[config.mk]
export PLATFORM = sky130hd
export DESIGN_NAME = dog_filter_edge_renormalized_unit_flat
export DESIGN_NICKNAME = d
export VERILOG_FILES = /design/src/design/dfer_pkg.sv /design/src/design/dfer_ifs.sv /design/src/design/dfer_front.sv /design/src/design/dfer_queue.sv /design/src/design/dfer_back.sv /design/src/design/dog_filter_edge_renormalized_unit.sv /design/src/flat_wrapper.sv
export SDC_FILE = /design/constraint.sdc
export NUM_CORES = 2
export LEC_CHECK = 0
export BUFFER_PORTS_ARGS = -buffer_cell sky130_fd_sc_hd__buf_2
export CAP_MARGIN = 0
export CORE_MARGIN = 5
export CORE_UTILIZATION = 60
export DETAILED_ROUTE_END_ITERATION = 6
export PLACE_DENSITY_LB_ADDON = 0.1
export SLEW_MARGIN = 40
export SYNTH_ARGS = -nofsm -noshare
export SYNTH_HDL_FRONTEND = slang
export SYNTH_HIERARCHICAL = 1
export SYNTH_SLANG_ARGS = --single-unit
[constraint.sdc]
create_clock -name clk -period 33 [get_ports clk]
set_clock_uncertainty 0.05 [all_clocks]
set_input_delay 6.6 -clock clk [delete_from_list [all_inputs] [get_ports clk]]
set_output_delay 6.6 -clock clk [all_outputs]
set_load 0.03 [all_outputs]
[src/design/dfer_pkg.sv]
// shared types, constants and helpers of the dog line filter
// no dependencies
package dfer_pkg;

  localparam int MaxHalf    = 7;
  localparam int WinDepth   = 2 * MaxHalf + 1;
  localparam int QueueDepth = 2;
  localparam int QPtrW      = $clog2(QueueDepth);
  localparam int NumW       = 52;
  localparam int DenW       = 21;
  localparam int DivBits    = 4;
  localparam int DivSteps   = NumW / DivBits;

  localparam logic [2:0] REG_KERNEL_HALF      = 3'd0;
  localparam logic [2:0] REG_NARROW_TAPS_NEAR = 3'd1;
  localparam logic [2:0] REG_NARROW_TAPS_FAR  = 3'd2;
  localparam logic [2:0] REG_WIDE_TAPS_NEAR   = 3'd3;
  localparam logic [2:0] REG_WIDE_TAPS_FAR    = 3'd4;

  typedef struct packed {
    logic [2:0]  half;
    logic [63:0] n_near;
    logic [63:0] n_far;
    logic [63:0] w_near;
    logic [63:0] w_far;
  } cfg_t;

  typedef struct packed {
    logic [WinDepth-1:0][15:0] win;
    logic [3:0]                pos;
    logic                      flush;
    logic [2:0]                d_first;
  } job_t;

  typedef enum logic [2:0] {
    B_IDLE,
    B_MAC,
    B_PREP,
    B_DIV,
    B_OUT
  } back_state_t;

  function automatic logic [15:0] tap_weight(input logic [63:0] near_w,
                                             input logic [63:0] far_w,
                                             input logic [2:0]  k);
    logic [63:0] sel;
    sel = k[2] ? far_w : near_w;
    return sel[{k[1:0], 4'b0000} +: 16];
  endfunction

endpackage

[src/design/dfer_ifs.sv]
// valid/ready channel interfaces of the dog line filter
// depends on nothing
interface dfer_in_if;
  logic               valid;
  logic               ready;
  logic signed [15:0] sample;
  logic               line_end;
  modport source(output valid, sample, line_end, input ready);
  modport sink(input valid, sample, line_end, output ready);
endinterface

interface dfer_out_if;
  logic               valid;
  logic               ready;
  logic signed [31:0] filtered;
  logic               final_of_line;
  modport source(output valid, filtered, final_of_line, input ready);
  modport sink(input valid, filtered, final_of_line, output ready);
endinterface

[src/design/dfer_front.sv]
// front end: takes samples, keeps the window and line counters, issues jobs
// depends on dfer_pkg and dfer_ifs
module dfer_front
  import dfer_pkg::*;
(
  input  logic       clk,
  input  logic       rst,
  dfer_in_if.sink    samples,
  input  logic [2:0] half,
  input  logic       q_full,
  output logic       push,
  output job_t       push_job
);

  logic [WinDepth-1:0][15:0] win, win_next;
  logic [3:0] line_pos, line_pos_next;
  logic [3:0] pending, pending_next;
  logic [3:0] pend_inc, pos_p, hh, cnt;
  logic       take;

  assign samples.ready = !q_full;
  assign take = samples.valid && samples.ready;
  assign hh = {1'b0, half};

  always_comb begin
    win_next      = {win[WinDepth-2:0], samples.sample};
    line_pos_next = (line_pos < 4'd15) ? line_pos + 4'd1 : line_pos;
    pos_p         = line_pos_next - 4'd1;
    pend_inc      = pending + 4'd1;
    cnt           = (pend_inc > hh + 4'd1) ? hh + 4'd1 : pend_inc;
    pending_next  = pend_inc;
    push          = 1'b0;
    push_job.win  = win_next;
    push_job.pos  = pos_p;
    push_job.flush   = samples.line_end;
    push_job.d_first = half;
    if (samples.line_end) begin
      push             = take;
      push_job.d_first = 3'(cnt - 4'd1);
      pending_next     = 4'd0;
      line_pos_next    = 4'd0;
    end else if (pend_inc > hh) begin
      push         = take;
      pending_next = hh;
    end
  end

  always_ff @(posedge clk) begin
    if (rst) begin
      win      <= '0;
      line_pos <= '0;
      pending  <= '0;
    end else if (take) begin
      win      <= win_next;
      line_pos <= line_pos_next;
      pending  <= pending_next;
    end
  end

endmodule

[src/design/dfer_queue.sv]
// short job queue between front and back
// depends on dfer_pkg
module dfer_queue
  import dfer_pkg::*;
(
  input  logic clk,
  input  logic rst,
  input  logic push,
  input  job_t push_job,
  output logic full,
  input  logic pop,
  output logic head_valid,
  output job_t head_job
);

  job_t entries [QueueDepth];
  logic [QPtrW-1:0] wr_ptr, rd_ptr;
  logic [QPtrW:0]   count;

  assign full       = (count == (QPtrW+1)'(QueueDepth));
  assign head_valid = (count != '0);
  assign head_job   = entries[rd_ptr];

  always_ff @(posedge clk) begin
    if (push) begin
      entries[wr_ptr] <= push_job;
    end
  end

  always_ff @(posedge clk) begin
    if (rst) begin
      wr_ptr <= '0;
      rd_ptr <= '0;
      count  <= '0;
    end else begin
      if (push) begin
        wr_ptr <= wr_ptr + 1'b1;
      end
      if (pop) begin
        rd_ptr <= rd_ptr + 1'b1;
      end
      count <= count + (QPtrW+1)'(push) - (QPtrW+1)'(pop);
    end
  end

endmodule

[src/design/dfer_back.sv]
// back end: narrow and wide macs stepping over the taps, two 4-bit-a-step dividers, output register
// depends on dfer_pkg and dfer_ifs
module dfer_back
  import dfer_pkg::*;
(
  input  logic       clk,
  input  logic       rst,
  input  cfg_t       cfg,
  input  logic       q_valid,
  input  job_t       q_job,
  output logic       q_pop,
  dfer_out_if.source results
);

  back_state_t state, state_next;

  logic [WinDepth-1:0][15:0] win;
  logic [3:0]  pos;
  logic        flush;
  logic [2:0]  d;
  logic [3:0]  j;
  logic [3:0]  step;
  logic signed [35:0] nacc, wacc;
  logic [19:0] nsum, wsum;
  logic [NumW-1:0] nq, wq;
  logic [DenW-1:0] nrem, wrem;
  logic        nneg, wneg;

  logic        ovalid;
  logic signed [31:0] ofilt;
  logic        ofinal;

  logic [3:0]  hh, off, dh, s, lo, ipos;
  logic        in_rng, sum_en, last_tap, out_free;
  logic [15:0] tn, tw;
  logic signed [15:0] x;
  logic signed [32:0] prod_n, prod_w;
  logic [34:0] nmag, wmag;
  logic [NumW+DenW-1:0] ndiv, wdiv;
  logic signed [NumW:0]   nterm, wterm;
  logic signed [NumW+1:0] diff;
  logic signed [31:0] sat;

  function automatic logic [NumW+DenW-1:0] div_step(input logic [DenW-1:0] rem,
                                                    input logic [NumW-1:0] num,
                                                    input logic [DenW-1:0] den);
    logic [DenW:0]   r;
    logic [NumW-1:0] q;
    r = {1'b0, rem};
    q = num;
    for (int b = 0; b < DivBits; b++) begin
      r = {r[DenW-1:0], q[NumW-1]};
      q = {q[NumW-2:0], 1'b0};
      if (r >= {1'b0, den}) begin
        r    = r - {1'b0, den};
        q[0] = 1'b1;
      end
    end
    return {r[DenW-1:0], q};
  endfunction

  assign hh       = {1'b0, cfg.half};
  assign off      = (j >= hh) ? j - hh : hh - j;
  assign dh       = {1'b0, d} + hh;
  assign s        = dh - j;
  assign in_rng   = (j <= dh) && (s <= pos);
  assign x        = in_rng ? $signed(win[s]) : 16'sd0;
  assign tn       = tap_weight(cfg.n_near, cfg.n_far, off[2:0]);
  assign tw       = tap_weight(cfg.w_near, cfg.w_far, off[2:0]);
  assign prod_n   = x * $signed({1'b0, tn});
  assign prod_w   = x * $signed({1'b0, tw});
  assign last_tap = (j == {hh[2:0], 1'b0});
  assign out_free = !ovalid || results.ready;

  // edge rule: clipped offsets counted once in the weight sums
  always_comb begin
    ipos = pos - {1'b0, d};
    if (ipos < hh) begin
      lo = ipos + 4'd1;
    end else if (flush && (d < cfg.half)) begin
      lo = {1'b0, d} + 4'd1;
    end else begin
      lo = hh + 4'd1;
    end
  end
  assign sum_en = !((j < hh) && (off >= lo));

  assign nmag  = nacc[35] ? 35'(-nacc) : nacc[34:0];
  assign wmag  = wacc[35] ? 35'(-wacc) : wacc[34:0];
  assign ndiv  = div_step(nrem, nq, {nsum, 1'b0});
  assign wdiv  = div_step(wrem, wq, {wsum, 1'b0});
  assign nterm = (nsum == '0) ? '0 : (nneg ? -$signed({1'b0, nq}) : $signed({1'b0, nq}));
  assign wterm = (wsum == '0) ? '0 : (wneg ? -$signed({1'b0, wq}) : $signed({1'b0, wq}));
  assign diff  = (NumW+2)'(nterm) - (NumW+2)'(wterm);

  always_comb begin
    if (diff > (NumW+2)'(64'sd2147483647)) begin
      sat = 32'sh7fffffff;
    end else if (diff < -(NumW+2)'(64'sd2147483648)) begin
      sat = 32'sh80000000;
    end else begin
      sat = diff[31:0];
    end
  end

  always_comb begin
    state_next = state;
    q_pop      = 1'b0;
    case (state)
      B_IDLE: begin
        if (q_valid) begin
          q_pop      = 1'b1;
          state_next = B_MAC;
        end
      end
      B_MAC:  if (last_tap) state_next = B_PREP;
      B_PREP: state_next = B_DIV;
      B_DIV:  if (step == 4'(DivSteps - 1)) state_next = B_OUT;
      B_OUT: begin
        if (out_free) begin
          state_next = (flush && (d != 3'd0)) ? B_MAC : B_IDLE;
        end
      end
      default: state_next = B_IDLE;
    endcase
  end

  always_ff @(posedge clk) begin
    if (rst) begin
      state  <= B_IDLE;
      ovalid <= 1'b0;
    end else begin
      state <= state_next;
      if (state == B_OUT && out_free) begin
        ovalid <= 1'b1;
      end else if (results.ready) begin
        ovalid <= 1'b0;
      end
    end
  end

  always_ff @(posedge clk) begin
    case (state)
      B_IDLE: begin
        win   <= q_job.win;
        pos   <= q_job.pos;
        flush <= q_job.flush;
        d     <= q_job.d_first;
        j     <= '0;
        nacc  <= '0;
        wacc  <= '0;
        nsum  <= '0;
        wsum  <= '0;
      end
      B_MAC: begin
        j    <= j + 4'd1;
        nacc <= nacc + 36'(prod_n);
        wacc <= wacc + 36'(prod_w);
        if (sum_en) begin
          nsum <= nsum + 20'(tn);
          wsum <= wsum + 20'(tw);
        end
      end
      B_PREP: begin
        nneg <= nacc[35];
        wneg <= wacc[35];
        nq   <= NumW'({nmag, 16'b0}) + NumW'(nsum);
        wq   <= NumW'({wmag, 16'b0}) + NumW'(wsum);
        nrem <= '0;
        wrem <= '0;
        step <= '0;
      end
      B_DIV: begin
        {nrem, nq} <= ndiv;
        {wrem, wq} <= wdiv;
        step       <= step + 4'd1;
      end
      B_OUT: begin
        if (out_free) begin
          ofilt  <= sat;
          ofinal <= flush && (d == 3'd0);
          d      <= d - 3'd1;
          j      <= '0;
          nacc   <= '0;
          wacc   <= '0;
          nsum   <= '0;
          wsum   <= '0;
        end
      end
      default: ;
    endcase
  end

  assign results.valid         = ovalid;
  assign results.filtered      = ofilt;
  assign results.final_of_line = ofinal;

endmodule

[src/design/dog_filter_edge_renormalized_unit.sv]
// top level of the difference-of-gaussians line filter with edge renormalization
// depends on dfer_pkg, dfer_ifs, dfer_front, dfer_queue, dfer_back
//
// usage
// - samples: one signed 16-bit sample per transfer, line_end on the last of a line
// - results: signed q16.15 filtered values, final_of_line on the last of a line
// - config: cfg_write with cfg_index/cfg_data, only while the block is idle;
//   indexes beyond the register list are ignored
// - a sample yields one result once half-kernel lookahead is there; line_end
//   flushes up to kernel_half+1 pending results
// - each job is popped from the queue, then per result the two macs step over
//   the 2*kernel_half+1 taps, followed by a setup state, the divider (4 quotient
//   bits per cycle over the 52-bit numerator) and the output state, which waits
//   while the output register is still full; further results of a flush skip the pop
// - samples that cause results pass through a two-entry job queue; the front
//   takes samples as long as the queue has room, so it keeps going while the
//   back works and while a result waits in the output register
// - when results.ready is low the result holds and the back end waits;
//   the queue then fills and samples.ready drops
// - rst (synchronous) clears window, line counters, queue and output valid,
//   and loads the register reset values
module dog_filter_edge_renormalized_unit
  import dfer_pkg::*;
(
  input  logic        clk,
  input  logic        rst,
  dfer_in_if.sink     samples,
  dfer_out_if.source  results,
  input  logic        cfg_write,
  input  logic [2:0]  cfg_index,
  input  logic [63:0] cfg_data
);

  cfg_t cfg;
  logic push, q_full, q_valid, q_pop;
  job_t push_job, head_job;

  // configuration registers
  always_ff @(posedge clk) begin
    if (rst) begin
      cfg.half   <= 3'd3;
      cfg.n_near <= 64'd65535;
      cfg.n_far  <= '0;
      cfg.w_near <= 64'd65535;
      cfg.w_far  <= '0;
    end else if (cfg_write) begin
      case (cfg_index)
        REG_KERNEL_HALF:      cfg.half   <= cfg_data[2:0];
        REG_NARROW_TAPS_NEAR: cfg.n_near <= cfg_data;
        REG_NARROW_TAPS_FAR:  cfg.n_far  <= cfg_data;
        REG_WIDE_TAPS_NEAR:   cfg.w_near <= cfg_data;
        REG_WIDE_TAPS_FAR:    cfg.w_far  <= cfg_data;
        default: ;
      endcase
    end
  end

  // sample intake, window and line bookkeeping
  dfer_front u_front (
    .clk      (clk),
    .rst      (rst),
    .samples  (samples),
    .half     (cfg.half),
    .q_full   (q_full),
    .push     (push),
    .push_job (push_job)
  );

  // decouples intake from the filter arithmetic
  dfer_queue u_queue (
    .clk        (clk),
    .rst        (rst),
    .push       (push),
    .push_job   (push_job),
    .full       (q_full),
    .pop        (q_pop),
    .head_valid (q_valid),
    .head_job   (head_job)
  );

  // mac, normalization divide, saturation and output register
  dfer_back u_back (
    .clk     (clk),
    .rst     (rst),
    .cfg     (cfg),
    .q_valid (q_valid),
    .q_job   (head_job),
    .q_pop   (q_pop),
    .results (results)
  );

endmodule

[src/flat_wrapper.sv]
// flat-port wrapper written by rule: the top's interface ports become plain ports
module dog_filter_edge_renormalized_unit_flat import dfer_pkg::*;
  (clk, rst, cfg_write, cfg_index, cfg_data, samples_valid, samples_sample, samples_line_end, samples_ready, results_valid, results_filtered, results_final_of_line, results_ready);
  dfer_in_if samples_i ();
  dfer_out_if results_i ();
  input  logic clk;
  input  logic rst;
  input  logic cfg_write;
  input  logic [2:0] cfg_index;
  input  logic [63:0] cfg_data;
  input wire logic [$bits(samples_i.valid)-1:0] samples_valid;
  input wire logic [$bits(samples_i.sample)-1:0] samples_sample;
  input wire logic [$bits(samples_i.line_end)-1:0] samples_line_end;
  output wire logic [$bits(samples_i.ready)-1:0] samples_ready;
  output wire logic [$bits(results_i.valid)-1:0] results_valid;
  output wire logic [$bits(results_i.filtered)-1:0] results_filtered;
  output wire logic [$bits(results_i.final_of_line)-1:0] results_final_of_line;
  input wire logic [$bits(results_i.ready)-1:0] results_ready;
  assign samples_i.valid = samples_valid;
  assign samples_i.sample = samples_sample;
  assign samples_i.line_end = samples_line_end;
  assign samples_ready = samples_i.ready;
  assign results_valid = results_i.valid;
  assign results_filtered = results_i.filtered;
  assign results_final_of_line = results_i.final_of_line;
  assign results_i.ready = results_ready;
  dog_filter_edge_renormalized_unit u_core (.clk(clk), .rst(rst), .samples(samples_i), .results(results_i), .cfg_write(cfg_write), .cfg_index(cfg_index), .cfg_data(cfg_data));
endmodule
==> impl_metrics.prom <==
# TYPE chip_impl_metric gauge
chip_impl_info{name="capture_endpoint_of_the_worst_hold_path",value="u_core/u_queue/entries[1][242]"} 1
chip_impl_metric{name="cts.hold.buffers_added",unit=""} 0
chip_impl_metric{name="setup_viol",unit=""} 0
chip_impl_metric{name="post_synth_design_cell_area",unit="mm2"} 0.1012
chip_impl_metric{name="floorplan.die_area",unit="mm2"} 0.1770
chip_impl_metric{name="placeableCoreArea",unit="mm2"} 0.1674
chip_impl_info{name="ys.flop_type",value="sky130_fd_sc_hd__edfxtp_1"} 1
chip_impl_metric{name="fp-row-count",unit=""} 150
chip_impl_metric{name="min_delay_path_depth",unit=""} 0
chip_impl_metric{name="globalRouteOverflowTotal",unit=""} 0
chip_impl_metric{name="htree_num_levels",unit=""} 4
chip_impl_metric{name="finalMaxSlewViolations",unit=""} 0
chip_impl_metric{name="grt_pass1_wl",unit="mm"} 408.2
chip_impl_info{name="layout_commonest_cell",value="sky130_fd_sc_hd__nand2_1"} 1
chip_impl_metric{name="synth-seq-area-share",unit=""} 0.4088
chip_impl_metric{name="detail_route.iter0.violations",unit=""} 5441
chip_impl_metric{name="num_io_pins",unit=""} 124
chip_impl_metric{name="grt_antenna_before_repair",unit=""} 14
chip_impl_metric{name="synth-edff-count",unit=""} 1045
chip_impl_metric{name="post_route_cells_drive_above_1_share",unit=""} 0.1076
chip_impl_metric{name="area_share_of_the_leading_cell_type_in_the_synthesized_netlist",unit=""} 0.3100
chip_impl_metric{name="avgSynthCellArea",unit="um2"} 10.47
chip_impl_metric{name="period_share",unit=""} 0.3885
chip_impl_metric{name="worst_setup_hold_path_clk_slew",unit="ns"} 0.06
chip_impl_metric{name="route.antenna.remaining_nets",unit=""} 0
chip_impl_metric{name="grt_start_max_net_pins",unit=""} 157
chip_impl_info{name="startpoint_type",value="flip-flop"} 1
chip_impl_metric{name="clock_insertion_delay_worst_skew",unit="ns"} 0.82
chip_impl_info{name="hold_start",value="u_core/u_front/push_job[242]"} 1
chip_impl_info{name="worstSetupPathType",value="flip-flop to flip-flop"} 1
chip_impl_metric{name="ctsLongestPathBuffers",unit=""} 3
chip_impl_info{name="setup_repair_after_global_routing_missed_its_margin",value="no"} 1
chip_impl_info{name="timing.hold.worst.class",value="flip-flop to flip-flop"} 1
chip_impl_metric{name="grt.total_usage",unit=""} 0.2955
chip_impl_metric{name="via_count",unit=""} 71150
chip_impl_metric{name="register_bit_total_from_synthesis",unit=""} 1545
chip_impl_metric{name="detailed_place_hpwl",unit="mm"} 186.1
chip_impl_metric{name="nets",unit=""} 10700
chip_impl_metric{name="regToRegSetupSlack",unit="ns"} 20.18
chip_impl_metric{name="chipWidth",unit="um"} 420.8
chip_impl_info{name="outcome",value="complete, no violations"} 1
chip_impl_info{name="synthDominantAreaCellType",value="sky130_fd_sc_hd__edfxtp_1"} 1
chip_impl_info{name="endpoint_type_of_the_worst_setup_path",value="flip-flop"} 1
chip_impl_metric{name="drc",unit=""} 0
chip_impl_metric{name="cts_resized",unit=""} 0
chip_impl_metric{name="start_util",unit=""} 0.6047
chip_impl_info{name="root_buffer",value="sky130_fd_sc_hd__clkbuf_16"} 1
chip_impl_metric{name="synthToLayoutAreaGrowth",unit="%"} 7.920
chip_impl_metric{name="vias_in_the_first_global_route",unit=""} 71490
chip_impl_metric{name="finalSetupTns",unit="ns"} 0
chip_impl_metric{name="reg2regPathDepth",unit=""} 45
chip_impl_metric{name="cts.sinks",unit=""} 1545
chip_impl_metric{name="path_max_fanout",unit=""} 22
chip_impl_metric{name="critPathArrivalTime",unit="ns"} 13.31
chip_impl_info{name="worstReg2RegStart",value="u_core/u_back/nsum[14]"} 1
chip_impl_info{name="cp_slowest_cell",value="sky130_fd_sc_hd__a2111oi_0"} 1
chip_impl_metric{name="die_h",unit="um"} 420.8
chip_impl_metric{name="crit_path_max_incr_delay",unit="ns"} 0.69
chip_impl_info{name="main_area_contributors_after_synthesis",value="sky130_fd_sc_hd__edfxtp_1, sky130_fd_sc_hd__dfxtp_1, sky130_fd_sc_hd__fa_1"} 1
chip_impl_metric{name="max_freq",unit="MHz"} 78.01
chip_impl_metric{name="detail_route.vias_per_cell",unit=""} 5.965
chip_impl_metric{name="synth_nets",unit=""} 10790
chip_impl_metric{name="detailedRoute.firstPassIterationCount",unit=""} 7
chip_impl_metric{name="cap_violations",unit=""} 0
chip_impl_metric{name="max_slew_margin",unit=""} 0.3720
chip_impl_metric{name="placement.io_buffers",unit=""} 123
chip_impl_metric{name="synth.yosys.warnings",unit=""} 6
chip_impl_metric{name="post-route-min-period",unit="ns"} 12.82
chip_impl_metric{name="place_congestion",unit=""} 0.9549
chip_impl_metric{name="asyncSetResetFlopFracSynth",unit=""} 0
chip_impl_metric{name="worstPathRequired",unit="ns"} 33.49
chip_impl_info{name="critical_path.reg2reg.endpoint",value="u_core/u_back/nrem[4]"} 1
chip_impl_metric{name="synth_cell_types",unit=""} 111
chip_impl_metric{name="wl_per_cell",unit="um"} 21.92
chip_impl_metric{name="cts_made_buffers",unit=""} 161
chip_impl_metric{name="tightest_slew",unit="ns"} 0.9421
chip_impl_info{name="clock_tree_from_tritoncts",value="yes"} 1
chip_impl_metric{name="post-cts-setup-buffer-count",unit=""} 0
chip_impl_info{name="leading_cell_types_in_the_layout_fill_and_taps_excluded",value="sky130_fd_sc_hd__nand2_1, sky130_fd_sc_hd__edfxtp_1, sky130_fd_sc_hd__inv_1"} 1
chip_impl_metric{name="netlist_instances",unit=""} 9671
chip_impl_metric{name="hold_violations",unit=""} 0
chip_impl_metric{name="drt-total-wl",unit="mm"} 261.5
chip_impl_metric{name="fillerInstances",unit=""} 13130
==> final cells by class <==
cell class                      count  area (um2)  area share
Sequential cell                  1545       41390      0.3789
Multi-Input combinational cell   6858       55040      0.5038
Antenna cell                        7       17.52   0.0001603
Clock inverter                     90        1064    0.009734
Tap cell                         2204        2758     0.02524
Clock buffer                      209        4410     0.04037
Timing Repair Buffer              223        1599     0.01464
Inverter                          792        2973     0.02721
==> cells in the mapped netlist, drive strengths merged, types with 62 or more instances <==
| cell type | instances |
|---|---|
| ha | 555 |
| a21o | 111 |
| edfxtp | 1045 |
| nand2 | 1166 |
| clkbuf | 319 |
| mux2 | 329 |
| xor2 | 189 |
| inv | 768 |
| nand2b | 388 |
| nor2 | 732 |
| xnor2 | 309 |
| dfxtp | 500 |
| and2 | 96 |
| mux4 | 112 |
| a21oi | 612 |
| a31oi | 71 |
| o31ai | 62 |
| nand3 | 146 |
| buf | 157 |
| nor3 | 121 |
| mux2i | 284 |
| fa | 472 |
| o211ai | 70 |
| o21ai | 297 |
==> flip-flops by register name, summed over array words and instances (netlist names), 20 cells and up, named ones only <==
name	cells
u_core/u_queue/entries	496
u_core/cfg	259
u_core/u_back/win	240
u_core/u_front/push_job	224
u_core/u_back/nq	52
u_core/u_back/wq	52
u_core/u_back/nacc	36
u_core/u_back/wacc	36
u_core/u_back/results.filtered	32
u_core/u_back/nrem	21
u_core/u_back/wrem	21
u_core/u_back/nsum	20
u_core/u_back/wsum	20
==> cells by family (layout without fill, tap and decap cells) <==
kind of cell	after synthesis	after routing	synth area share
buffers and inverters	1268	1314	0.05157
and+or+nand+nor	3033	3033	0.1407
xor gates and xnor gates	499	499	0.04338
muxes	725	725	0.09708
adders and majority gates	1027	1027	0.1619
AOI/OAI and AO/OA	1574	1574	0.09645
DFF	1545	1545	0.4088
other	0	7	0
==> metrics by stage <==
step,hold WS [ns],setup slack (ns),instance area (um2),utilization,cells
3_3_place_gp,0.3812,20.19,103400,0.6179,11610
5_1_grt,0.4169,19.14,109200,0.6526,11920
2_1_floorplan,0.3754,13.62,101200,-,9671
6_report,0.3969,20.18,109300,0.6526,11930
4_1_cts,0.3986,20.23,109200,0.6520,11920
3_5_place_dp,0.3872,20.28,103700,0.6194,11620
==> worst max-delay path, delay by kind of cell, from the launching register on <==
kind,cells,cell delay [ns]
flip-flops,1,0.41
adder cells (fa/ha/maj),4,1.29
multiplexers,2,0.69
AND/OR/NAND/NOR,8,1.60
buffers and inverters,4,0.78
AO/OA/AOI/OAI,27,7.76
==> metal layers <==
metal / share of wire / vias to the layer above / routed length (um) / global-route usage
li1: - / 33440 / - / -
met1: 0.42 / 34910 / 109100 / 0.3909
met2: 0.47 / 2248 / 123700 / 0.4900
met3: 0.061 / 558 / 16030 / 0.04296
met4: 0.048 / 0 / 12640 / 0.1263
met5: 0 / - / 0 / 0
==> how the worst max path moves through the flow <==
stage	end	startpoint	slack [ns]	depth (start not counted)
final	u_core/u_back/nrem[4]	u_core/u_back/nsum[14]	20.18	45
after floorplan	u_core/u_queue/count[1]	u_core/u_back/state[0]	13.62	8
after global routing	u_core/u_back/nrem[7]	u_core/u_back/nsum[8]	19.14	45
after global placement	u_core/u_back/nrem[1]	u_core/u_back/nsum[8]	20.19	44
after detailed placement	u_core/u_back/nrem[4]	u_core/u_back/nsum[14]	20.28	45
after CTS	u_core/u_back/nrem[4]	u_core/u_back/nsum[8]	20.23	45
Power is left out: the tool's default activity adds up to more than one toggle a clock period on the data nets, which glitch-free logic cannot reach.
